### src/hdl/bptc_udiv.sv
module bptc_udiv #(
  parameter int unsigned W  = 32,
  parameter int unsigned SW = 1
) (
  input  logic          clk_i,
  input  logic          rst_ni,
  input  logic          en_i,
  input  logic          valid_i,
  input  logic [W-1:0]  num_i,
  input  logic [W-1:0]  den_i,
  input  logic [SW-1:0] side_i,
  output logic          valid_o,
  output logic [W-1:0]  quot_o,
  output logic [SW-1:0] side_o
);

  // one quotient bit per stage, msb first
  logic          vld_q  [1:W];
  logic [W-1:0]  rem_q  [1:W];
  logic [W-1:0]  num_q  [1:W];
  logic [W-1:0]  den_q  [1:W];
  logic [W-1:0]  quo_q  [1:W];
  logic [SW-1:0] side_q [1:W];

  for (genvar s = 0; s < W; s++) begin : g_stage
    logic          cur_vld;
    logic [W-1:0]  cur_rem;
    logic [W-1:0]  cur_num;
    logic [W-1:0]  cur_den;
    logic [W-1:0]  cur_quo;
    logic [SW-1:0] cur_side;
    logic [W:0]    trial;
    logic          ge;

    if (s == 0) begin : g_first
      assign cur_vld  = valid_i;
      assign cur_rem  = '0;
      assign cur_num  = num_i;
      assign cur_den  = den_i;
      assign cur_quo  = '0;
      assign cur_side = side_i;
    end else begin : g_next
      assign cur_vld  = vld_q[s];
      assign cur_rem  = rem_q[s];
      assign cur_num  = num_q[s];
      assign cur_den  = den_q[s];
      assign cur_quo  = quo_q[s];
      assign cur_side = side_q[s];
    end

    assign trial = {cur_rem, cur_num[W-1]};
    assign ge    = trial >= {1'b0, cur_den};

    always_ff @(posedge clk_i or negedge rst_ni) begin
      if (!rst_ni) begin
        vld_q[s+1] <= 1'b0;
      end else if (en_i) begin
        vld_q[s+1] <= cur_vld;
      end
    end

    always_ff @(posedge clk_i) begin
      if (en_i) begin
        rem_q[s+1]  <= ge ? W'(trial - {1'b0, cur_den}) : trial[W-1:0];
        num_q[s+1]  <= cur_num << 1;
        den_q[s+1]  <= cur_den;
        quo_q[s+1]  <= {cur_quo[W-2:0], ge};
        side_q[s+1] <= cur_side;
      end
    end
  end

  assign valid_o = vld_q[W];
  assign quot_o  = quo_q[W];
  assign side_o  = side_q[W];

endmodule

### config.mk
export PLATFORM = sky130hd
export DESIGN_NAME = bptc_udiv
export DESIGN_NICKNAME = d
export VERILOG_FILES = /design/src/hdl/bptc_udiv.sv
export SDC_FILE = /design/constraint.sdc
export NUM_CORES = 2
export LEC_CHECK = 0
export ABC_CLOCK_PERIOD_IN_PS = 3300
export BUFFER_PORTS_ARGS = -buffer_cell sky130_fd_sc_hd__buf_2
export CORE_MARGIN = 2
export CORE_UTILIZATION = 35
export CTS_BUF_LIST = sky130_fd_sc_hd__clkbuf_8
export DETAILED_ROUTE_END_ITERATION = 8
export HOLD_SLACK_MARGIN = 0.12
export MAX_ROUTING_LAYER = met4
export SLEW_MARGIN = 20
export SYNTH_ARGS = -nofsm -noshare
export SYNTH_HDL_FRONTEND = slang
export SYNTH_MEMORY_MAX_BITS = 65536
export SYNTH_SLANG_ARGS = --single-unit
### constraint.sdc
create_clock -name clk_i -period 3.3 [get_ports clk_i]
set_input_delay 0.165 -clock clk_i [delete_from_list [all_inputs] [get_ports clk_i]]
set_output_delay 0.165 -clock clk_i [all_outputs]
set_load 0.02 [all_outputs]
Word-level counts from Yosys, hierarchy flattened
Memory sizes are Yosys's and may differ from the RTL's.
Cells that the tools add are included.
{"block": "word_totals", "register_bits": 32, "ram_bits": 4096, "output_inout_bits": 34, "elab_cells": 135, "n_memories": 5}
{"name": "den_q", "words": 32, "width": 32, "rd": 31, "rd_clocked_by_memory_dff": 0, "wr": 32, "line_no": "21", "rtl": "logic [W-1:0] den_q [1:W];"}
{"name": "quo_q", "words": 32, "width": 32, "rd": 32, "rd_clocked_by_memory_dff": 0, "wr": 32, "line_no": "22", "rtl": "logic [W-1:0] quo_q [1:W];"}
{"name": "rem_q", "words": 32, "width": 32, "rd": 31, "rd_clocked_by_memory_dff": 0, "wr": 32, "line_no": "19", "rtl": "logic [W-1:0] rem_q [1:W];"}
{"name": "num_q", "words": 32, "width": 31, "rd": 31, "rd_clocked_by_memory_dff": 0, "wr": 32, "line_no": "20", "rtl": "logic [W-1:0] num_q [1:W];"}
{"name": "side_q", "words": 32, "width": 1, "rd": 32, "rd_clocked_by_memory_dff": 0, "wr": 32, "line_no": "23", "rtl": "logic [SW-1:0] side_q [1:W];"}
{"block": "op_classes", "addsub": 32, "magnitude_cmp": 32, "n_mux": 34}
{"cell": "$mux W32", "count": 32}
{"cell": "$ge A33 B32 Y1", "count": 31}
{"cell": "$sub A32 B32 Y32", "count": 31}
{"cell": "$ge A1 B32 Y1", "count": 1}
{"cell": "$sub A1 B32 Y32", "count": 1}
{"cell": "$mux W1", "count": 2}

Depth between registers and ports, before layout
An unclocked memory read counts as a cell.
{"block": "depth", "depth_word": 3, "mapped_depth": 15, "ltp_nobuf": 13}

Worst setup path before layout
Ideal clock, no wire load.
{"block": "synth_timing", "kind": "register to register", "start": "reg, netlist name den_q[0][897]", "end": "reg, netlist name rem_q[0][932]", "setup_time_ns": 0.260, "arrival_time_ns": 3.238, "slack_ns": -0.198, "path_stages_with_launch": 14, "n_path_buf": 1, "path_cell_list": "edfxtp_1 > inv_1 > ha_1 > nor2b_4 > o31a_1 > nor4b_4 > o21ai_2 > a211oi_4 > o21ai_2 > o31ai_4 > a21oi_2 > a2111oi_4 > buf_6 > mux2_4"}

==> results.tsv <==
metric	value	unit
status	finished with violations	
failing checks	negative setup slack	
Post-synth EDFFs	3040	
leakage	80.8	nW
dpl hpwl	279	mm
Cell Pwr Density	969	mW/mm²
CP delay by family, top	compound AO/OA/AOI/OAI gates	
Max-Cap Viols	0	
VDD IR max	0.532	mV
most frequent CP cell	o31a_1	
total grt overflow	0	
DR vias/cell	4.94	
final layout net count	16303	
port buffer count	102	
critical-path cell list	inv_2 -> ha_4 -> nor2b_4 -> o31a_1 -> or4_4 -> a221o_1 -> a41o_1 -> o31a_1 -> o21ai_2 -> o21ai_4 -> clkbuf_16 -> mux2_2	
final instance area	0.195	mm²
slowest CP cell	or4_4	
placed cell areas	0.177	mm²
first-pass GRT wire length	600	mm
fin crit share	108	%
worst-margin pin slew	0.963	ns
Max-slew headroom	35.8	%
core area	0.448	mm²
Die X	674	µm
R2R Setup Slk	-0.28	ns
ratio of cells with drive above 1 in the final layout	23.4	%
Synth Flop Type	edfxtp_1	
DRT Wirelength	385	mm
post-synthesis sequential area ratio	58.6	%
Area Growth Syn to Fin	24.1	%
final hold vios	0	
H-tree depth	6	
Starting Density	35.1	%
PnR worst setup slack	-0.277	ns
Cells after DPL	20235	
syn nets	13950	
Final Non-Filler Cells	21607	
die area	0.455	mm²
Synth cell types	98	
die height	674	µm
Top-Level Pins	103	
Worst Hold Class	in2reg	
worst skew pair latency	1.23	ns
via count	106663	
Final Max Tran Viols	0	
Rows	246	
Syn Area/Cell	12.2	µm²
Iteration-0 DRC Markers	6799	
vias in the first global route	107086	
Syn Inst Count	12857	
unrepaired setup endpoints after global routing	yes	
TritonCTS clock tree	done	
Cell Area, Synth	0.157	mm²
Ys Warns	0	
hold slack	0.288	ns
Seq cells post-synth	3072	
CP max stage delay	0.43	ns
Detail Route Antenna Nets	0	
Clock Sink Count	3072	
1st-pass router iterations	6	
clock buffer depth	4	
CP Buf/Inv Count	2	
CTS clk-pin slew, worst paths	0.06	ns
fmax	0.280	GHz
critical path fanouts, max	7	
Max Clock Skew	0.127	ns
CP Data Required Time	4.17	ns
GRT Total Usage	17.0	%
Final min period	3.58	ns
largest net degree at the start of global routing	158	
DRC violations left	0	
Core Util, Final	43.5	%
crit end category	flip-flop	
Worst Path Arrival	4.44	ns
# setup viols final	278	
CP Launch Type	flip-flop	
Root Driver	clkbuf_8	
initial antenna violation count	6	
Setup CP Type	reg2reg	
Placer Congestion	0.903	
average routed wire per standard cell	17.8	µm
post-synthesis async set-or-reset flop share	1.04	%
CTS buffer count	554	
final setup TNS	-24.06	ns
## worst register-to-register path, stage by stage (launching register included)
cell	delay, ns
edfxtp_1	0.40
inv_2	0.09
ha_4	0.20
nor2b_4	0.12
o31a_1	0.28
or4_4	0.43
a221o_1	0.37
a41o_1	0.25
o31a_1	0.31
o21ai_2	0.21
o21ai_4	0.16
clkbuf_16	0.22
mux2_2	0.27
## final cells by class
type,instances,area [µm²]
antenna,4,10.0
timing repair buffer,2136,18200
clock inverter,429,2760
sequential,3072,92100
tap,5952,7450
clock buffer,568,7820
inverter,1257,4720
fill,41577,253000
multi-input combinational,8189,62100
## registers in the layout, indices dropped and copies added, names as in the netlist
| register | cells |
|---|---|
| den_q | 992 |
| rem_q | 992 |
| quo_q | 528 |
| num_q | 496 |
| side_q | 32 |
| g_stage.cur_vld | 31 |
| valid_o | 1 |
## metrics by stage
| step | total power, W | worst slack (ns) |
|---|---|---|
| 2_1_floorplan | 0.115 | -0.0768 |
| 3_3_place_gp | 0.145 | -0.624 |
| 3_5_place_dp | 0.146 | -0.535 |
| 4_1_cts | 0.190 | -0.280 |
| 5_1_grt | 0.202 | -0.377 |
| 6_report | 0.189 | -0.277 |
## per-layer routing
| layer | wire [µm] | up-vias | GRT usage, % |
|---|---|---|---|
| met4 | 13800 | 0 | 5.84 |
| met1 | 166000 | 51284 | 20.8 |
| li1 | - | 52494 | - |
| met5 | 0 | - | - |
| met2 | 190000 | 2158 | 29.0 |
| met3 | 15800 | 727 | 2.28 |
## kinds of logic (layout without fill, tap and decap cells)
group / after synthesis / count (layout) / synth area share (%)
other cells: 0 / 4 / 0
simple gates: 2594 / 2594 / 7.84
mux: 523 / 523 / 3.79
flops: 3072 / 3072 / 58.6
fa+ha+maj: 1024 / 1024 / 8.29
compound gates: 3250 / 3250 / 13.2
buf+inv: 1596 / 4390 / 3.89
xor+xnor: 798 / 798 / 4.44
## final timing paths
check                                         from                              end  depth (start not counted)
setup / recovery           den_q[0][385]$_DFFE_PP_          rem_q[0][423]$_DFFE_PP_                         12
hold / removal                           num_i[14]           num_q[0][45]$_DFFE_PP_                          3
setup reg to reg           den_q[0][385]$_DFFE_PP_          rem_q[0][423]$_DFFE_PP_                         12
hold reg to reg            quo_q[0][935]$_DFFE_PP_          quo_q[0][968]$_DFFE_PP_                          0
max in group asynchronous                   rst_ni   g_stage[8].cur_vld$_DFFE_PN0P_                          5
min in group asynchronous                   rst_ni  g_stage[23].cur_vld$_DFFE_PN0P_                          5
## timing repair
action | CTS | global route
hold buffers | 191 | 0
buffers inserted | 148 | 10
endpoints found under the setup margin | 839 | 912
resized for setup | 632 | 81
gates cloned | 34 | 4
endpoints found under the hold margin | 3201 | 0
pin swaps | 224 | 39
## synth_stat cells (all sizes together) (36+ instances only)
master | count | area share [%]
nand3 | 197 | 0.63
o31ai | 70 | 0.35
a21oi | 1084 | 3.5
ha | 994 | 7.9
a31oi | 121 | 0.49
nor2 | 789 | 1.9
a21boi | 48 | 0.23
clkbuf | 250 | 0.60
nand2 | 688 | 1.6
edfxtp | 3040 | 58
xnor2 | 493 | 2.7
o31a | 36 | 0.20
a211oi | 71 | 0.35
nand4 | 176 | 0.70
and2 | 45 | 0.18
nor4 | 41 | 0.16
buf | 89 | 0.29
o21bai | 128 | 0.61
o211ai | 53 | 0.25
xor2 | 305 | 1.7
inv | 1257 | 3.0
nor3 | 136 | 0.43
nand2b | 131 | 0.52
a21o | 553 | 2.6
o21a | 129 | 0.62
and3 | 91 | 0.36
mux2 | 490 | 3.6
nor2b | 140 | 0.56
o21ai | 619 | 2.0
## cells in the final DEF, fill, tap and decap left out, types with 60 or more instances in the layout
cell type      count
edfxtp_1        3040
buf_4           1690
inv_1           1390
a21oi_1         1021
ha_1             941
nor2_1           763
nand2_1          662
clkbuf_8         568
a21o_1           552
o21ai_0          513
xnor2_1          492
mux2_2           406
xor2_1           305
nand3_1          195
dlygate4sd3_1    189
nand4_1          176
nand2b_1         130
o21a_1           128
o21bai_1         125
nor3_1           124
nor2b_1          123
clkinv_1         120
buf_2            102
a31oi_1           99
and3_1            90
mux2_4            84
buf_12            80
clkinv_2          75
o21ai_1           60
## where the power goes
part,internal (W),switching (W)
registers,0.0559,0.00603
logic,0.0462,0.0461
clock network,0.0183,0.0165
total,0.120,0.0687
Note: power is estimated with default switching activity, not from simulation.
