===== src/hdl/bptc_pkg.sv =====
package bptc_pkg;

  localparam int unsigned DivW = 32;

  // register map
  localparam logic [2:0] REG_AC1_AC2 = 3'd0;
  localparam logic [2:0] REG_AC3_AC4 = 3'd1;
  localparam logic [2:0] REG_AC5_AC6 = 3'd2;
  localparam logic [2:0] REG_B1_B2   = 3'd3;
  localparam logic [2:0] REG_MC_MD   = 3'd4;
  localparam logic [2:0] REG_OSS     = 3'd5;

  localparam logic [1:0] OssReset = 2'd3;

  // compensation constants
  localparam logic signed [31:0] B6Offset  = 32'sd4000;
  localparam logic signed [31:0] PolyC1    = 32'sd3038;
  localparam logic signed [31:0] PolyC2    = -32'sd7357;
  localparam logic signed [31:0] PolyC3    = 32'sd3791;
  localparam logic [31:0]        B7Scale   = 32'd50000;
  localparam logic signed [31:0] B4Offset  = 32'sd32768;

  typedef struct packed {
    logic signed [15:0] ac1;
    logic signed [15:0] ac2;
    logic signed [15:0] ac3;
    logic [15:0]        ac4;
    logic [15:0]        ac5;
    logic [15:0]        ac6;
    logic signed [15:0] b1;
    logic signed [15:0] b2;
    logic signed [15:0] mc;
    logic signed [15:0] md;
    logic [1:0]         oss;
  } coef_t;

  // sideband through the temperature divider
  typedef struct packed {
    logic [18:0]        up;
    logic signed [31:0] x1;
    logic               neg;
    logic               err_t;
  } tside_t;

  // sideband through the pressure divider
  typedef struct packed {
    logic signed [31:0] temp;
    logic               hi;
    logic               err_t;
    logic               err_p;
  } pside_t;

  // signed divide by 2^k, truncated toward zero
  function automatic logic signed [31:0] tdiv2(input logic signed [31:0] a,
                                                input int unsigned k);
    logic [31:0] bias;
    bias = a[31] ? ((32'd1 << k) - 32'd1) : 32'd0;
    return (a + signed'(bias)) >>> k;
  endfunction

endpackage


===== src/hdl/bptc_poly.sv =====
module bptc_poly (
  input  logic                clk_i,
  input  logic                rst_ni,
  input  logic                en_i,
  input  logic                valid_i,
  input  logic [31:0]         quot_i,
  input  bptc_pkg::pside_t    side_i,
  output logic                valid_o,
  output logic signed [27:0]  temp_o,
  output logic signed [31:0]  pres_o,
  output logic                err_o
);
  import bptc_pkg::*;

  logic [3:0]         v_q;
  logic signed [31:0] p1_q, p2_q, p3_q;
  logic signed [31:0] x1_1_q, x1sq_2_q, m2_2_q, x1b_3_q, x2_3_q;
  pside_t             s1_q, s2_q, s3_q;
  logic signed [27:0] temp_q;
  logic signed [31:0] pres_q;
  logic               err_q;

  logic signed [31:0] p_d, x1c, pres_d;

  always_comb begin
    p_d    = side_i.hi ? signed'(quot_i << 1) : signed'(quot_i);
    x1c    = tdiv2(x1b_3_q, 16);
    pres_d = p3_q + tdiv2(x1c + x2_3_q + PolyC3, 4);
  end

  always_ff @(posedge clk_i or negedge rst_ni) begin
    if (!rst_ni) begin
      v_q <= '0;
    end else if (en_i) begin
      v_q <= {v_q[2:0], valid_i};
    end
  end

  always_ff @(posedge clk_i) begin
    if (en_i) begin
      p1_q     <= p_d;
      x1_1_q   <= tdiv2(p_d, 8);
      s1_q     <= side_i;
      x1sq_2_q <= x1_1_q * x1_1_q;
      m2_2_q   <= PolyC2 * p1_q;
      p2_q     <= p1_q;
      s2_q     <= s1_q;
      x1b_3_q  <= x1sq_2_q * PolyC1;
      x2_3_q   <= tdiv2(m2_2_q, 16);
      p3_q     <= p2_q;
      s3_q     <= s2_q;
      temp_q   <= s3_q.err_t ? 28'sd0 : s3_q.temp[27:0];
      pres_q   <= (s3_q.err_t || s3_q.err_p) ? 32'sd0 : pres_d;
      err_q    <= s3_q.err_t || s3_q.err_p;
    end
  end

  assign valid_o = v_q[3];
  assign temp_o  = temp_q;
  assign pres_o  = pres_q;
  assign err_o   = err_q;

endmodule


===== config.mk =====
export PLATFORM = sky130hd
export DESIGN_NAME = bptc_poly
export DESIGN_NICKNAME = d
export VERILOG_FILES = /design/src/hdl/bptc_pkg.sv /design/src/hdl/bptc_poly.sv
export SDC_FILE = /design/constraint.sdc
export NUM_CORES = 2
export LEC_CHECK = 0
export BUFFER_PORTS_ARGS = -buffer_cell sky130_fd_sc_hd__buf_4
export CORE_ASPECT_RATIO = 1.25
export CORE_MARGIN = 2
export CORE_UTILIZATION = 55
export DETAILED_ROUTE_END_ITERATION = 7
export PLACE_DENSITY = 0.81
export SYNTH_ARGS = -nofsm -noshare
export SYNTH_HDL_FRONTEND = slang
export SYNTH_SLANG_ARGS = --single-unit

===== constraint.sdc =====
create_clock -name clk_i -period 7.35 [get_ports clk_i]
set_input_delay 1.47 -clock clk_i [delete_from_list [all_inputs] [get_ports clk_i]]
set_output_delay 1.47 -clock clk_i [all_outputs]
set_load 0.005 [all_outputs]

# ---- Word-level counts from Yosys, hierarchy flattened
# Cells that the tools add are included.
dict set report totals {
  wordCells 37
  register_bits 386
  out_inout_bits 62
  input_bits 71
}
dict set report classes {
  add_sub_neg 7
  mul 3
  muxes 5
  n_reduce_logical 1
}
# op n
set ops {}
lappend ops {{$add A32 B17 Y32} 2}
lappend ops {{$add A32 B15 Y32} 1}
lappend ops {{$add A32 B9 Y32} 1}
lappend ops {{$mul A14 B32 Y32 const A} 1}
lappend ops {{$mul A24 B24 Y32} 1}
lappend ops {{$mul A32 B12 Y31 const B} 1}
lappend ops {{$mux W16} 2}
lappend ops {{$mux W32} 1}
lappend ops {{$add A18 B5 Y19} 1}
lappend ops {{$add A17 B13 Y18 const B} 1}
lappend ops {{$add A16 B16 Y17} 1}
lappend ops {{$mux W8} 1}
lappend ops {{$mux W4} 1}
lappend ops {{$logic_or A1 B1 Y1} 1}

# ---- Logic depth before layout (Yosys ltp)
dict set report depth {
  depth_word 7
  depth_mapped 41
  depth_no_buf 41
}

# ---- Least setup slack after synthesis
# Ideal clock, no wire load.
dict set report synth_path {
  path_kind {register to register}
  start {register x1b_3_q[31]}
  end {register pres_q[30] (netlist: pres_o[30]), data pin}
  synth_period_minus_slack_ns 7.919
  t_arrival_ns 7.654
  path_buffers 0
  slack_ns -0.569
  setup_ns 0.266
  required_ns 7.084
  stages_incl_launch_ff 40
  path_cell_list {edfxtp_1 -> ha_1 -> a21o_1 -> a21oi_1 -> o21ai_0 -> a21o_1 -> a21o_1 -> a21oi_1 -> o31ai_1 -> nand2_1 -> xor2_1 -> ha_1 -> inv_1 -> ha_1 -> inv_1 -> fa_1 -> nor2b_4 -> o31a_4 -> [... 4 more ...] -> inv_1 -> ha_1 -> o221a_2 -> nor2_1 -> a31oi_4 -> nor4b_4 -> a31oi_4 -> ha_1 -> a21o_1 -> a21o_1 -> a21oi_1 -> o21ai_0 -> or4_1 -> o221ai_1 -> a31oi_1 -> a31oi_1 -> xor2_1 -> nor2_1}
}
dict set report synth_between {
  elab_chain_cells 7
}
# element line_no
set synth_rtl {}
lappend synth_rtl {{from (decl)} bptc_poly.sv:17} ;# logic signed [31:0] x1_1_q, x1sq_2_q, m2_2_q, x1b_3_q, x2_3_q;
lappend synth_rtl {{from (signal assigned)} bptc_poly.sv:48} ;# x1b_3_q <= x1sq_2_q * PolyC1;
lappend synth_rtl {{$mux W16} bptc_pkg.sv:57} ;# bias = a[31] ? ((32'd1 << k) - 32'd1) : 32'd0;
lappend synth_rtl {{$add A32 B17 Y32 *} bptc_pkg.sv:58} ;# return (a + signed'(bias)) >>> k;
lappend synth_rtl {{$add A16 B16 Y17 *} bptc_poly.sv:28} ;# pres_d = p3_q + tdiv2(x1c + x2_3_q + PolyC3, 4);
lappend synth_rtl {{$add A17 B13 Y18 *} bptc_poly.sv:28}
lappend synth_rtl {{$mux W4} bptc_pkg.sv:57}
lappend synth_rtl {{$add A18 B5 Y19 *} bptc_pkg.sv:58}
lappend synth_rtl {{$add A32 B15 Y32 *} bptc_poly.sv:28}
lappend synth_rtl {{to (signal assigned)} bptc_poly.sv:53} ;# pres_q <= (s3_q.err_t || s3_q.err_p) ? 32'sd0 : pres_d;
lappend synth_rtl {{to (decl)} bptc_poly.sv:20} ;# logic signed [31:0] pres_q;
# Mark *: on every way between the ends. The rest lies on a longest branch, timed or not.
# A chain may end at the register's enable or synchronous reset.

# ---- Worst setup path after layout
# Same ends and word-level chain as after synthesis.

==> metrics <==
Async SR Flop Fraction=0.0105; core area=70500 um^2; final wirelength=85000 um; GRT met3 Usage=0.0251; status=complete, but fails checks; R2R Setup Slk=-0.05 ns; EDFF count, synth=378; io pins=133; worst hold stages=0; Slew HR=0.374; 1st-iter DRT viols=1318; Highest Clock Rate=~140 MHz; total gr overflow=0; final core occ=0.630; Fill cells=5259; Tightest Pin Transition=0.939 ns; setup TNS=-0.106 ns; Final Hold Viols=0; Final Cycle Share=1.01; final instance area=roughly 44000 um^2; Die ar.=73100 um^2; Slowest cell on crit path=edfxtp_1; max_cap viols=0; # DRC=0; Crit Reg-Reg Endpoint=pres_o[30]$_SDFFCE_PP0P_; CTS tree=built; Synth warnings=0; hold path start=p2_q[27]$_DFFE_PP_; type of the worst min-delay path=register to register; Max Root-Sink Buffers=3; Final setup viols=4; share of post-route cells with drive strength above 1=0.140; worst-path fanout max=4; CP Class=register to register; Post-Syn Area=about 40000 um^2; Most common cell on crit path=a21o_1; Clock Latency Late Sink=0.60 ns; max-slew violations=0; nets@finish=4801; H-Tree Depth=2; global-route wire length before repair=139000 um; met2 Usage GRT=0.454; Crit path largest cell delay=between 0.4 and 0.5 ns; CTS sink cnt=382; GRT Total Usage=0.241; Netlist cell types=approximately 90; Clock Tree Root=clkbuf_16; drt via density=roughly 5.4; Reg clk slew, reported paths=0.07 ns; Top Usage Layer GRT=met2; total CTS buffers=41; Post-synth top flop=edfxtp_1; arrival time at the worst endpoint=~7.7 ns; sequential-to-total area share from yosys stat=0.293; FP Rows=roughly 110; failing checks=negative setup slack; syn avg cell area=11.4 um^2; Worst Hold Endpoint=p3_q[27]$_DFFE_PP_; Setup Skew=0.0265 ns; Worst R2R Start=x1b_3_q[31]$_DFFE_PP_; Post-DP HPWL=69200 um; Final ANT Viol Nets=0; RD Place Congestion=0.913; first drt pass iteration count=5; initial antenna violation count=4; Chip Width=242 um; post-layout minimum cycle time=approximately 7.4 ns; Die Y-Extent=302 um; Starting Density=0.553; Worst Path Required=7.68 ns; met1 Use GR=0.271; Cells after Synth=3413; CP Launch Type=register; vias in the first global route=approximately 28000; RSZ-0062 raised after global routing=yes; DR WL/cell=18.0 um; DR vias=25400; hold_buf cts=0; largest net degree at the start of global routing=between 100 and 150; Post-DP Area=~42000 um^2; FF-to-FF path depth=33; Seq cells post-synth=382; IO buf count=about 130; setup ws final=-0.0470 ns; CP endpoint kind=register; P&R area growth vs syn=13.8%
what timing repair did:
action / 4_1_cts / 5_1_grt
setup endpoints to repair: 9 / 23
resized for setup: 28 / 59
buffers inserted: 7 / 28
pin swaps: 36 / 47
placed cells by master, fill, tap and decap left out, types with 8 or more instances in the layout:
master     netlist  routed
inv_1          758     755
fa_1           548     547
ha_1           445     432
edfxtp_1       378     378
buf_4            0     316
xnor2_1        152     150
nand2_1        152     150
and2_1         128     128
nor2_1         112     107
a21oi_1        101      91
a21o_1          67      67
xor2_1          65      63
o21ai_0         59      52
nor2b_1         48      47
clkbuf_16        0      41
nor3_1          32      29
nand3_1         33      28
mux2_2          25      25
nand2b_1        24      24
o21a_1          22      22
and3_1          21      20
nand4_1         16      16
a211oi_1        13      12
o21bai_1        12      12
a21oi_2          1      11
ha_4             0      11
o211ai_1        10      10
clkbuf_1        38      10
a31oi_1         13       8
clkinv_2         0       8
synth_stat cells, drive strengths merged, types with 12 or more instances:
master,count,area share
inv,758,0.073
and3,23,0.0038
nor2,112,0.011
xnor2,153,0.035
a31oi,15,0.0032
o21ai,62,0.0080
edfxtp,378,0.29
o21bai,12,0.0023
o21a,23,0.0045
xor2,66,0.015
and2,128,0.021
nand2,153,0.015
mux2,25,0.0072
fa,548,0.28
nand3,34,0.0045
nor2b,49,0.0080
a21o,69,0.013
clkbuf,39,0.0038
nor3,34,0.0048
a21oi,102,0.013
a211oi,15,0.0035
nand4,17,0.0031
nand2b,24,0.0038
ha,445,0.14
registers in the layout, summed over array words and instances, names as in the netlist:
name      flops
err_o         1
m2_2_q       31
p1_q         32
p2_q         32
p3_q         32
pres_o       32
s1_q         30
s2_q         30
s3_q         30
temp_o       28
v_q           4
x1_1_q       24
x1b_3_q      30
x1sq_2_q     30
x2_3_q       16
kinds of logic after synthesis:
| family | Yosys count | synth area share |
|---|---|---|
| DFF | 382 | 0.293 |
| muxes | 32 | 0.00901 |
| buffers and inverters | 804 | 0.0778 |
| other | 2 | 0.000192 |
| adders and majority gates | 993 | 0.424 |
| AOI/OAI and AO/OA | 360 | 0.0623 |
| and+or+nand+nor | 621 | 0.0839 |
| xor gates and xnor gates | 219 | 0.0495 |
cell type report:
| type | count | area, um^2 | share of cell area |
|---|---|---|---|
| tap | 943 | 1180 | 0.0266 |
| antenna | 4 | 10.0 | 0.000225 |
| sequential | 382 | 11500 | 0.258 |
| multi-input combinational | 2229 | 25100 | 0.564 |
| clock inverter | 23 | 283 | 0.00637 |
| clock buffer | 52 | 1080 | 0.0243 |
| inverter | 758 | 2850 | 0.0641 |
| timing repair buffer | 325 | 2510 | 0.0566 |
metal layers:
metal,wire (um),vias up
li1,-,11700
met1,31000,12700
met2,45600,716
met3,3810,278
met4,4580,2
met5,19,-
stage by stage:
step / instances / hold WS [ns] / worst slack [ns]
floorplan: 3415 / 0.400 / -0.213
CTS: 4684 / 0.401 / -0.0287
detailed placement: 4602 / 0.405 / -0.199
global placement: 4602 / 0.400 / -0.0881
global route: 4715 / 0.398 / -0.463
finish: 4716 / 0.403 / -0.0470
worst max path at each step:
stage	from	end	depth (start not counted)
6_report	x1b_3_q[31]$_DFFE_PP_	pres_o[30]$_SDFFCE_PP0P_	33
5_1_grt	x1b_3_q[31]$_DFFE_PP_	pres_o[29]$_SDFFCE_PP0P_	41
4_1_cts	x1b_3_q[31]$_DFFE_PP_	pres_o[30]$_SDFFCE_PP0P_	38
3_5_place_dp	x1b_3_q[31]$_DFFE_PP_	pres_o[30]$_SDFFCE_PP0P_	41
3_3_place_gp	x1b_3_q[31]$_DFFE_PP_	pres_o[30]$_SDFFCE_PP0P_	38
2_1_floorplan	x1b_3_q[31]$_DFFE_PP_	pres_o[30]$_SDFFCE_PP0P_	39
critical path, delay by kind of cell, from the launching register on:
kind / cells / cell delay (ns)
AOI/OAI and AO/OA: 16 / 3.11
and+or+nand+nor: 8 / 1.68
adders and majority gates: 4 / 1.15
DFF: 1 / 0.47
buffers and inverters: 3 / 0.46
xor gates and xnor gates: 2 / 0.30
Power is not shown: default switching activity piles up to over one toggle a cycle in this logic, so the estimate is an artifact.
