===== config.mk =====
export PLATFORM = sky130hd
export DESIGN_NAME = bptc_temp
export DESIGN_NICKNAME = d
export VERILOG_FILES = /design/src/hdl/bptc_pkg.sv /design/src/hdl/bptc_temp.sv
export SDC_FILE = /design/constraint.sdc
export NUM_CORES = 1
export LEC_CHECK = 0
export ABC_AREA = 1
export BUFFER_PORTS_ARGS = -buffer_cell sky130_fd_sc_hd__buf_4
export CAP_MARGIN = 20
export CORE_MARGIN = 2
export CORE_UTILIZATION = 40
export DETAILED_ROUTE_END_ITERATION = 10
export GPL_ROUTABILITY_DRIVEN = 1
export PLACE_DENSITY = 0.63
export SYNTH_ARGS = -nofsm -noshare
export SYNTH_HDL_FRONTEND = slang
export SYNTH_SLANG_ARGS = --single-unit

===== constraint.sdc =====
create_clock -name clk_i -period 4.23 [get_ports clk_i]
set_clock_uncertainty 0.2 [all_clocks]
set_input_delay 1.269 -clock clk_i [delete_from_list [all_inputs] [get_ports clk_i]]
set_output_delay 1.269 -clock clk_i [all_outputs]
set_load 0.02 [all_outputs]

===== src/hdl/bptc_pkg.sv =====
package bptc_pkg;

  localparam int unsigned DivW = 32;

  // register map
  localparam logic [2:0] REG_AC1_AC2 = 3'd0;
  localparam logic [2:0] REG_AC3_AC4 = 3'd1;
  localparam logic [2:0] REG_AC5_AC6 = 3'd2;
  localparam logic [2:0] REG_B1_B2   = 3'd3;
  localparam logic [2:0] REG_MC_MD   = 3'd4;
  localparam logic [2:0] REG_OSS     = 3'd5;

  localparam logic [1:0] OssReset = 2'd3;

  // compensation constants
  localparam logic signed [31:0] B6Offset  = 32'sd4000;
  localparam logic signed [31:0] PolyC1    = 32'sd3038;
  localparam logic signed [31:0] PolyC2    = -32'sd7357;
  localparam logic signed [31:0] PolyC3    = 32'sd3791;
  localparam logic [31:0]        B7Scale   = 32'd50000;
  localparam logic signed [31:0] B4Offset  = 32'sd32768;

  typedef struct packed {
    logic signed [15:0] ac1;
    logic signed [15:0] ac2;
    logic signed [15:0] ac3;
    logic [15:0]        ac4;
    logic [15:0]        ac5;
    logic [15:0]        ac6;
    logic signed [15:0] b1;
    logic signed [15:0] b2;
    logic signed [15:0] mc;
    logic signed [15:0] md;
    logic [1:0]         oss;
  } coef_t;

  // sideband through the temperature divider
  typedef struct packed {
    logic [18:0]        up;
    logic signed [31:0] x1;
    logic               neg;
    logic               err_t;
  } tside_t;

  // sideband through the pressure divider
  typedef struct packed {
    logic signed [31:0] temp;
    logic               hi;
    logic               err_t;
    logic               err_p;
  } pside_t;

  // signed divide by 2^k, truncated toward zero
  function automatic logic signed [31:0] tdiv2(input logic signed [31:0] a,
                                                input int unsigned k);
    logic [31:0] bias;
    bias = a[31] ? ((32'd1 << k) - 32'd1) : 32'd0;
    return (a + signed'(bias)) >>> k;
  endfunction

endpackage


===== src/hdl/bptc_temp.sv =====
module bptc_temp (
  input  logic                clk_i,
  input  logic                rst_ni,
  input  logic                en_i,
  input  bptc_pkg::coef_t     coef_i,
  input  logic                valid_i,
  input  logic [15:0]         ut_i,
  input  logic [18:0]         up_i,
  output logic                valid_o,
  output logic [31:0]         num_o,
  output logic [31:0]         den_o,
  output bptc_pkg::tside_t    side_o
);
  import bptc_pkg::*;

  logic               v1_q, v2_q, v3_q;
  logic signed [31:0] prod_q;
  logic [18:0]        up1_q, up2_q;
  logic signed [31:0] x1_q;
  logic signed [31:0] d_q;
  logic [31:0]        num_q, den_q;
  tside_t             side_q;

  logic signed [31:0] dif, prod_d, x1_d, d_d, numv;
  logic [31:0]        num_d, den_d;
  tside_t             side_d;

  always_comb begin
    dif    = signed'({16'b0, ut_i}) - signed'({16'b0, coef_i.ac6});
    prod_d = dif * signed'({16'b0, coef_i.ac5});
    x1_d   = tdiv2(prod_q, 15);
    d_d    = x1_d + 32'(coef_i.md);
    // mc * 2048 stays well inside 32 bits
    numv   = 32'(coef_i.mc) <<< 11;
    num_d  = numv[31] ? 32'(-numv) : 32'(numv);
    if (d_q == 32'sd0) begin
      den_d = 32'd1;
    end else begin
      den_d = d_q[31] ? 32'(-d_q) : 32'(d_q);
    end
    side_d.up    = up2_q;
    side_d.x1    = x1_q;
    side_d.neg   = numv[31] ^ d_q[31];
    side_d.err_t = (d_q == 32'sd0);
  end

  always_ff @(posedge clk_i or negedge rst_ni) begin
    if (!rst_ni) begin
      v1_q <= 1'b0;
      v2_q <= 1'b0;
      v3_q <= 1'b0;
    end else if (en_i) begin
      v1_q <= valid_i;
      v2_q <= v1_q;
      v3_q <= v2_q;
    end
  end

  always_ff @(posedge clk_i) begin
    if (en_i) begin
      prod_q <= prod_d;
      up1_q  <= up_i;
      x1_q   <= x1_d;
      d_q    <= d_d;
      up2_q  <= up1_q;
      num_q  <= num_d;
      den_q  <= den_d;
      side_q <= side_d;
    end
  end

  assign valid_o = v3_q;
  assign num_o   = num_q;
  assign den_o   = den_q;
  assign side_o  = side_q;

endmodule


* Word level (Yosys, flattened, before mapping)
Index checks and enable logic that the tools add are counted.
** Word-level totals
- Word-level logic and storage cells :: 29
- Flip-flop bits (word level) :: 224
- Output and inout port bits :: 118
** Operators by class
- $add $sub $neg :: 5
- Mux-type cells :: 3
- Multiply operators :: 1
- Reduce and logical (&&, ||, !) cells :: 2
- Bitwise gates (word level) :: 2
** Operators by type and width (count)
- 32-bit by 16-bit adder with 32-bit output :: 1
- 32-bit zero test :: 1
- 17-bit by 17-bit multiplier with 32-bit output :: 1
- 27-bit negation with 32-bit output :: 1
- 32-bit negation :: 1
- 31-bit two-way mux :: 1
- 26-bit two-way mux :: 1
- 17-bit by 16-bit adder with 18-bit output :: 1
- 16-bit by 16-bit subtractor with 17-bit output :: 1
- 15-bit two-way mux :: 1
- 2-bit OR reduction :: 1
- 1-bit NOT :: 1
- 1-bit bitwise XOR :: 1

* Logic depth before layout (Yosys ltp)
Gate-level depths: netlist of the first run.
- Depth after elaboration :: 3
- Mapped depth :: 40

* Worst setup path before layout of the first run
Ideal clock, no wire load.
- Path kind :: input -> register
- Start :: input ut_i[0]
- End :: register prod_q[30], data pin
- Path buffers :: 1
- Stages on the path :: 30
- Data arrival time :: 7.251 ns
- Setup slack :: -3.480 ns
- Path through :: inv_1 -> ha_1 -> fa_1 -> inv_1 -> nand2_1 -> nand2_1 -> nand2_1 -> nand2_1 -> nand2_1 -> nand2_2 -> nand2_2 -> nand2_4 -> nor2_1 -> fa_1 -> fa_1 -> buf_2 -> xnor2_1 -> xor2_1 -> fa_1 -> fa_1 -> inv_1 -> fa_1 -> inv_1 -> ha_1 -> inv_1 -> nor3_1 -> nand2_1 -> or2_2 -> nand3_1 -> xor2_1
** Between the ends
- Word-level cells in the longest chain between the ends :: 2
** RTL lines
- start: declaration :: line bptc_temp.sv:7 : input logic [15:0] ut_i,
- 16-bit by 16-bit subtractor with 17-bit output :: line bptc_temp.sv:29 : dif = signed'({16'b0, ut_i}) - signed'({16'b0, coef_i.ac6});
- 17-bit by 17-bit multiplier with 32-bit output :: line bptc_temp.sv:30 : prod_d = dif * signed'({16'b0, coef_i.ac5});
- via prod_d[30] :: line bptc_temp.sv:24 : logic signed [31:0] dif, prod_d, x1_d, d_d, numv;
- end signal: assignment :: line bptc_temp.sv:61 : prod_q <= prod_d;
- end: declaration :: line bptc_temp.sv:17 : logic signed [31:0] prod_q;
The timed path passes the listed nets, and every way through them passes these cells.
A chain may end at the register's enable or synchronous reset.

* Worst setup path in the final report of the first run
- Start :: input ut_i[0]
- End :: register prod_q[25], data pin
Same word-level chain as after synthesis.

==> flow_summary.json, run 1 <==
{
  "setup_viol": 28,
  "r2r.worst_path.cells": 15,
  "drv_slew": 0,
  "via_per_inst": 4.77,
  "clk_latency_ps": 440,
  "tns_ps": -72740,
  "ios": 319,
  "track_usage_pct": 20.6,
  "chipWidth_um": 230,
  "start_util_pct": 40.6,
  "cts_buffers": 17,
  "ys_async_sr_fraction_pct": 1.51,
  "rrSetupSlack_ps": 320,
  "area_delta_synth_final_pct": 35.7,
  "diodes": 0,
  "ys_warn_count": 0,
  "fin_nets": 3352,
  "post-dp-hpwl_um": 45500,
  "critPathArrivalTime_ps": 7270,
  "dieHeight_um": 230,
  "core_sq_um": 50300,
  "ys.flop_type": "edfxtp_1",
  "rows": 82,
  "startpoint_type": "primary input",
  "n_fill_cell": 4520,
  "worstMarginPinSlew_ps": 630,
  "drive_above_1_share_pct": 33.4,
  "root_buffer": "clkbuf_16",
  "synthTopCellsByArea": "edfxtp_1, fa_1, inv_1",
  "overflow": 0,
  "io_buffers": 209,
  "worst_hold_path.endpoint": "side_o[5]",
  "critPathKind": "in2reg",
  "hold_slack_ps": 218,
  "cts_tree": "built",
  "grt_pass1_wl_um": 86600,
  "synth_edf_count": 196,
  "cp_max_fo": 8,
  "drc": 0,
  "post-route-period-util_pct": 172,
  "dr.pass1.iters": 5,
  "antenna_left": 0,
  "r2r-start": "prod_q[31]",
  "initialDrtViolationCount": 754,
  "worstPathRequired_ps": 4230,
  "synth_top_cell_by_area": "edfxtp_1",
  "maxCapViolations": 0,
  "yosys_register_bits": 199,
  "hp-class": "reg2reg",
  "rsz0062_at_grt": "yes",
  "critical_path.most_common_cell": "fa_1",
  "path_clk_slew_ps": 80,
  "min_from": "x1_q[3]",
  "layout_setup_ws_ps": -3030,
  "gp_congestion": 0.948,
  "slew-limit-headroom_pct": 58.0,
  "vias": 16400,
  "syn_area_sq_um": 20400,
  "cp-end-kind": "register",
  "hold_viol": 0,
  "seq_area_frac_synth_pct": 29.2,
  "netlist.area_leader.share_pct": 28.8,
  "cts_sinks": 199,
  "antenna_found_initial": 0,
  "min_path_cells": 0,
  "ctsLongestPathBuffers": 2,
  "critical_path.slowest_cell": "fa_1",
  "fin_crit_ps": 7260,
  "postCtsHoldBufs": 0,
  "die_area_sq_um": 52900,
  "synth.distinct_cells": 52,
  "reg2reg_to": "d_q[30]",
  "status": "finished, violations left",
  "slowest_delay_ps": 550,
  "grt_pass1_vias": 17300,
  "max_freq_mhz": 138,
  "syn_inst": 2227,
  "violations": "setup timing",
  "synth_area_per_cell_sq_um": 9.17,
  "totalWireLength_um": 53600,
  "cts_max_level": 4,
  "grt_max_degree": 80,
  "wl_per_cell_um": 15.6
}
-- logic make-up (layout without fill, tap and decap cells) --
logic type | Yosys count | count (layout) | share of synthesized area, %
buf+inv | 563 | 1075 | 11.1
other cells | 1 | 30 | 0.0184
simple gates | 801 | 801 | 16.8
compound gates | 177 | 177 | 4.96
xor+xnor | 89 | 89 | 4.00
flops | 199 | 199 | 29.2
fa+ha+maj | 396 | 396 | 34.0
mux | 1 | 1 | 0.0551
-- through the flow --
| stage | cells | setup slack [ps] | util [%] | area, sq um |
|---|---|---|---|---|
| 2_1_floorplan | 2256 | -3190 | - | 21100 |
| 5_1_grt | 3440 | -3290 | 55.1 | 27700 |
| 3_5_place_dp | 3342 | -3710 | 50.4 | 25300 |
| 3_3_place_gp | 3342 | -3660 | 50.4 | 25300 |
| 6_report | 3440 | -3030 | 55.1 | 27700 |
| 4_1_cts | 3403 | -3020 | 53.3 | 26800 |
-- cells in the mapped netlist, types with 2 or more instances --
| library cell | n |
|---|---|
| inv_1 | 496 |
| nand2_1 | 321 |
| fa_1 | 264 |
| nor2_1 | 256 |
| edfxtp_1 | 196 |
| ha_1 | 132 |
| nand3_1 | 121 |
| a21oi_1 | 86 |
| xor2_1 | 63 |
| o21ai_0 | 48 |
| buf_4 | 27 |
| xnor2_1 | 24 |
| clkbuf_1 | 23 |
| nor3_1 | 23 |
| nand4_1 | 19 |
| nand2_2 | 16 |
| nor2_2 | 16 |
| or2_2 | 11 |
| a21o_1 | 8 |
| nor4_1 | 8 |
| clkinv_1 | 6 |
| buf_6 | 5 |
| o211ai_1 | 5 |
| o31ai_1 | 4 |
| a31oi_1 | 3 |
| dfrtp_1 | 3 |
| nand3_2 | 3 |
| o21a_1 | 3 |
| o21ai_1 | 3 |
| o21bai_1 | 3 |
| a21boi_0 | 2 |
| a21oi_4 | 2 |
| a31o_2 | 2 |
| buf_2 | 2 |
| clkbuf_2 | 2 |
| inv_2 | 2 |
| nand2_4 | 2 |
| o21ai_2 | 2 |
| or2_1 | 2 |
-- worst max-delay path: cells and delay by family --
kind	cells	cell delay, ps
buffers and inverters	9	710
xor gates and xnor gates	1	60
AOI/OAI and AO/OA	2	240
adders and majority gates	9	3700
and+or+nand+nor	13	1260
-- worst max-delay path by stage --
stage,slack [ps],from,endpoint,cells past startpoint
detailed placement,-3710,ut_i[0],prod_q[29],35
global placement,-3660,ut_i[0],prod_q[31],35
finish,-3030,ut_i[0],prod_q[25],34
global route,-3290,ut_i[0],prod_q[31],37
floorplan,-3190,coef_i[75],prod_q[30],25
CTS,-3020,ut_i[0],prod_q[29],35
-- metal layers --
layer	vias up	routed length, um	global-route usage, %
li1	7932	-	-
met1	8017	21400	24.2
met2	372	28400	38.5
met3	90	2210	2.57
met4	0	1570	6.77
met5	-	0	0
-- area by class of cell --
type                       count  area (sq um)  area share [%]
clock buffer                  17           425            1.53
inverter                     504          1920            6.93
tap                          672           841            3.03
clock inverter                15           208           0.749
sequential                   199          5960            21.5
timing repair buffer         539          4390            15.8
multi-input combinational   1494         14000            50.4
-- layout by cell type (no fill, tap or decap), types with 7 or more instances in the layout --
| cell type | netlist | layout |
|---|---|---|
| buf_12 | 0 | 17 |
| nand2_1 | 321 | 268 |
| a21oi_1 | 86 | 54 |
| xnor2_1 | 24 | 21 |
| buf_6 | 5 | 32 |
| fa_1 | 264 | 245 |
| fa_2 | 0 | 19 |
| inv_1 | 496 | 444 |
| clkbuf_16 | 0 | 17 |
| nor2_4 | 0 | 25 |
| nand2_4 | 2 | 22 |
| nand3_1 | 121 | 105 |
| nand4_1 | 19 | 19 |
| buf_4 | 27 | 488 |
| ha_1 | 132 | 93 |
| a21o_1 | 8 | 7 |
| o21ai_0 | 48 | 32 |
| xor2_1 | 63 | 60 |
| nor3_1 | 23 | 16 |
| nand2_2 | 16 | 44 |
| nor2_2 | 16 | 39 |
| nand3_2 | 3 | 14 |
| a21oi_2 | 0 | 17 |
| nor2_1 | 256 | 208 |
| o21ai_2 | 2 | 9 |
| ha_4 | 0 | 33 |
| inv_2 | 2 | 48 |
| nor4_1 | 8 | 7 |
| edfxtp_1 | 196 | 196 |
| conb_1 | 1 | 30 |
| a21oi_4 | 2 | 17 |
| o21ai_1 | 3 | 8 |
-- sequential cells by signal (all words and copies together) (netlist names) --
register,flops
side_o,38
den_o,32
prod_q,32
num_o,21
up1_q,19
up2_q,19
d_q,18
x1_q,17
v1_q,1
v2_q,1
valid_o,1
-- what timing repair did --
action / 4_1_cts / 5_1_grt
setup buffers: 30 / 37
endpoints found under the setup margin: 28 / 39
cloned: 0 / 0
resized for setup: 146 / 168
pin swaps: 76 / 122
Power of run 1 is not shown: default switching activity piles up to over one toggle a cycle in this logic, so the estimate is an artifact.
==> inputs of run 2 (changes only) <==
ABC_AREA = not set   (was 1)
GPL_TIMING_DRIVEN = 0   (was not set)
==> flow_summary.json, run 2 <==
{
  "ys_warn_count": 0,
  "layout_setup_ws_ps": -3890,
  "wl_per_cell_um": 16.3,
  "yosysMostFrequentCell": "inv_1",
  "synth.distinct_cells": 68,
  "cts_sinks": 199,
  "syn_area_sq_um": 19200,
  "post-route-period-util_pct": 192,
  "grt_use_met3_pct": 2.33,
  "path_clk_slew_ps": 80,
  "synth_common_cells": "inv_1, fa_1, edfxtp_1, nand2_1, ha_1",
  "via_per_inst": 4.79,
  "ys_async_sr_fraction_pct": 1.51,
  "vias": 13300,
  "clk_latency_ps": 440,
  "ctsLongestPathBuffers": 2,
  "fin_nets": 2753,
  "syn_inst": 1770,
  "root_buffer": "clkbuf_16",
  "ys.flop_type": "edfxtp_1",
  "synth_top_cell_by_area": "edfxtp_1",
  "chipWidth_um": 223,
  "dieHeight_um": 223,
  "drive_above_1_share_pct": 32.9,
  "dr.pass1.iters": 5,
  "synthTopCellsByArea": "edfxtp_1, fa_1, ha_1",
  "rows": 80,
  "critical_path.slowest_cell": "fa_2",
  "reg2reg_to": "d_q[16]",
  "io_buffers": 206,
  "fin_crit_ps": 8120,
  "worst_hold_path.endpoint": "side_o[36]",
  "postCtsHoldBufs": 0,
  "critPathKind": "in2reg",
  "min_from": "up2_q[2]",
  "antenna_found_initial": 2,
  "worstPathRequired_ps": 4210,
  "cp-end-kind": "register",
  "r2r.worst_path.cells": 19,
  "synth_edf_count": 196,
  "initialDrtViolationCount": 531,
  "startpoint_type": "primary input",
  "seq_area_frac_synth_pct": 31.1,
  "grt_max_degree": 110,
  "grt-busiest-layer": "met2",
  "die_area_sq_um": 49700,
  "synth_area_per_cell_sq_um": 10.8,
  "r2r-start": "prod_q[31]",
  "cts_buffers": 17,
  "ios": 319,
  "grt_pass1_vias": 14000,
  "final_common_cell": "buf_4",
  "pre_cts_slack_ps": -5000,
  "gp_congestion": 0.909,
  "track_usage_pct": 18.3,
  "drc": 0,
  "min_path_cells": 0,
  "drv_slew": 0,
  "critical_path.most_common_cell": "fa_1",
  "status": "finished, violations left",
  "hp-class": "reg2reg",
  "critPathArrivalTime_ps": 8100,
  "largest_reg_flops": 38,
  "overflow": 0,
  "area_delta_synth_final_pct": 32.3,
  "final_cell_mix": "buf_4, inv_1, fa_1",
  "totalWireLength_um": 45400,
  "n_fill_cell": 4072,
  "setup_viol": 30,
  "grt_pass1_wl_um": 71700,
  "slew-limit-headroom_pct": 43.7,
  "start_util_pct": 40.3,
  "violations": "setup timing",
  "post-dp-hpwl_um": 35300,
  "netlist.area_leader.share_pct": 30.7,
  "grtUsageMet1_pct": 23.7,
  "antenna_left": 0,
  "grt_use_met2_pct": 32.0,
  "cts_tree": "built",
  "maxCapViolations": 0,
  "hold_viol": 0,
  "max_freq_mhz": 123,
  "tns_ps": -85010,
  "core_sq_um": 47500,
  "rrSetupSlack_ps": -140,
  "cp_max_fo": 9,
  "yosys_register_bits": 199,
  "slowest_delay_ps": 590,
  "cts_max_level": 4,
  "worstMarginPinSlew_ps": 839,
  "rsz0062_at_grt": "yes"
}
-- run 2: critical path: cells and delay by family --
family | cells | cell delay (ps)
AND/OR/NAND/NOR | 7 | 1150
XOR/XNOR | 2 | 580
buffers and inverters | 7 | 550
adder cells (fa/ha/maj) | 9 | 3870
AO/OA/AOI/OAI | 5 | 670
-- run 2: layer usage --
metal / up-vias / part of all wire, %
li1: 6335 / -
met5: - / 0.029
met3: 71 / 4.8
met1: 6569 / 44
met2: 356 / 49
met4: 2 / 2.1
-- run 2: kinds of logic (layout without fill, tap and decap cells) --
family	Yosys count	in the layout	share of synthesized area (%)
AOI/OAI and AO/OA	163	163	5.73
and+or+nand+nor	472	472	12.7
muxes	4	4	0.229
adders and majority gates	398	398	36.3
buffers and inverters	424	794	8.83
xor gates and xnor gates	109	109	5.06
other	1	31	0.0196
DFF	199	199	31.1
-- run 2: worst max-delay path by stage --
stage,start,slack (ps),endpoint,cells past startpoint
floorplan,ut_i[0],-3900,prod_q[31],29
global placement,coef_i[67],-4900,prod_q[31],30
detailed placement,coef_i[67],-5000,prod_q[31],30
CTS,ut_i[0],-3830,prod_q[29],32
global route,ut_i[0],-4090,prod_q[29],30
finish,ut_i[0],-3890,prod_q[31],30
-- run 2: stage by stage --
stage	hold slack, ps	util (%)	instances	cell area (sq um)
2_1_floorplan	200	-	1799	19700
3_3_place_gp	201	46.4	2620	22100
3_5_place_dp	205	46.5	2621	22100
4_1_cts	218	51.1	2738	24300
5_1_grt	225	53.3	2785	25300
6_report	218	53.3	2785	25300
-- run 2: cell type report --
| class | instances | area (sq um) | share of cell area (%) |
|---|---|---|---|
| clock buffer | 17 | 425 | 1.68 |
| tap | 615 | 769 | 3.04 |
| antenna | 1 | 2.50 | 0.00987 |
| inverter | 356 | 1350 | 5.33 |
| multi-input combinational | 1176 | 13400 | 52.8 |
| buffer | 68 | 500 | 1.97 |
| sequential | 199 | 5960 | 23.5 |
| clock inverter | 15 | 196 | 0.775 |
| timing repair buffer | 338 | 2770 | 10.9 |
-- run 2: timing repair --
action                                  in CTS  in global routing
resized for setup                          179                161
cloned                                       0                  1
pin swaps                                  124                162
endpoints found under the setup margin      40                 34
buffers inserted                            90                 56
Power of run 2 is left out for the same reason.
==> inputs of run 3 (changes only) <==
BUFFER_PORTS_ARGS = -buffer_cell sky130_fd_sc_hd__buf_2   (was -buffer_cell sky130_fd_sc_hd__buf_4)
CORE_MARGIN = 4   (was 2)
GPL_ROUTABILITY_DRIVEN = 0   (was 1)
==> flow_summary.json, run 3 (same netlist as run 2, synthesis figures left out) <==
{
  "via_per_inst": 4.81,
  "grt-busiest-layer": "met2",
  "cts_buffers": 17,
  "slew-limit-headroom_pct": 43.2,
  "min_path_cells": 0,
  "wl_per_cell_um": 16.3,
  "post-dp-hpwl_um": 35100,
  "largest_reg_flops": 38,
  "min_from": "up1_q[12]",
  "rows": 79,
  "postCtsHoldBufs": 0,
  "cts_tree": "built",
  "startpoint_type": "primary input",
  "hp-class": "reg2reg",
  "core_sq_um": 47000,
  "setup_viol": 32,
  "chipWidth_um": 227,
  "fin_nets": 2742,
  "start_util_pct": 40.8,
  "status": "finished, violations left",
  "worst_hold_path.endpoint": "up2_q[12]",
  "cts_sinks": 199,
  "drc": 0,
  "rrSetupSlack_ps": -210,
  "rsz0062_at_grt": "yes",
  "finish.utilization_pct": 52.1,
  "reg2reg_to": "d_q[14]",
  "drv_slew": 0,
  "totalWireLength_um": 45200,
  "critical_path.most_common_cell": "fa_1",
  "antenna_found_initial": 3,
  "worstPathRequired_ps": 4220,
  "dr.pass1.iters": 5,
  "max_freq_mhz": 125,
  "cp-end-kind": "register",
  "grtUsageMet1_pct": 22.9,
  "violations": "setup timing",
  "worstMarginPinSlew_ps": 846,
  "clk_latency_ps": 440,
  "layout_setup_ws_ps": -3790,
  "final_cell_mix": "inv_1, fa_1, buf_2",
  "grt_use_met3_pct": 2.86,
  "grt_use_met2_pct": 30.2,
  "area_delta_synth_final_pct": 27.8,
  "overflow": 0,
  "fin_crit_ps": 8020,
  "grt_max_degree": 102,
  "final_common_cell": "inv_1",
  "maxCapViolations": 0,
  "root_buffer": "clkbuf_16",
  "critPathKind": "in2reg",
  "initialDrtViolationCount": 639,
  "r2r-start": "prod_q[31]",
  "die_area_sq_um": 51500,
  "vias": 13300,
  "ctsLongestPathBuffers": 2,
  "hold_viol": 0,
  "critPathArrivalTime_ps": 8000,
  "io_buffers": 206,
  "critical_path.slowest_cell": "fa_2",
  "post-route-period-util_pct": 190,
  "ios": 319,
  "dieHeight_um": 227,
  "r2r.worst_path.cells": 19,
  "grt_pass1_wl_um": 71500,
  "drive_above_1_share_pct": 31.4,
  "cp_max_fo": 4,
  "antenna_left": 0,
  "cts_max_level": 4,
  "track_usage_pct": 17.5,
  "path_clk_slew_ps": 80,
  "slowest_delay_ps": 650,
  "grt_pass1_vias": 13800
}
[run 3: worst max path at each step]
stage / slack (ps) / from / end / cells past startpoint
detailed placement: -4970 / ut_i[0] / prod_q[31] / 30
floorplan: -3900 / ut_i[0] / prod_q[31] / 29
finish: -3790 / ut_i[0] / prod_q[29] / 30
CTS: -3780 / ut_i[0] / prod_q[29] / 30
global placement: -4910 / coef_i[67] / prod_q[31] / 30
global route: -3970 / ut_i[0] / prod_q[29] / 32
[run 3: through the flow]
stage / TNS [ps] / worst slack [ps] / cell area, sq um / hold WS, ps / instances
after CTS: -82110 / -3780 / 23600 / 214 / 2731
after global routing: -90650 / -3970 / 24500 / 223 / 2766
after detailed placement: -114720 / -4970 / 21600 / 205 / 2613
after global placement: -274240 / -4910 / 21500 / 201 / 2612
final: -84530 / -3790 / 24500 / 213 / 2766
after floorplan: -82230 / -3900 / 19700 / 200 / 1799
[run 3: routing by layer]
metal | vias to the layer above | wire length (um)
li1 | 6325 | -
met1 | 6531 | 19700
met2 | 381 | 22100
met3 | 64 | 2390
met4 | 4 | 986
met5 | - | 25
[run 3: critical path: cells and delay by family]
| family | cells | cell delay [ps] |
|---|---|---|
| buf+inv | 6 | 530 |
| simple gates | 7 | 940 |
| compound gates | 8 | 1380 |
| fa+ha+maj | 9 | 3850 |
[run 3: timing repair]
item | CTS | global route
buffers inserted | 86 | 34
cloned | 1 | 0
setup endpoints to repair | 40 | 34
pin swaps | 80 | 94
resized for setup | 162 | 135
[run 3: final cells by class]
class	instances	area, sq um
Tap cell	607	759
Multi-Input combinational cell	1176	13200
Sequential cell	199	5960
Clock buffer	17	425
Inverter	356	1350
Buffer	68	483
Clock inverter	15	155
Timing Repair Buffer	327	2110
Fill cell	4078	22500
Antenna cell	1	2.50
Power of run 3 is left out for the same reason.
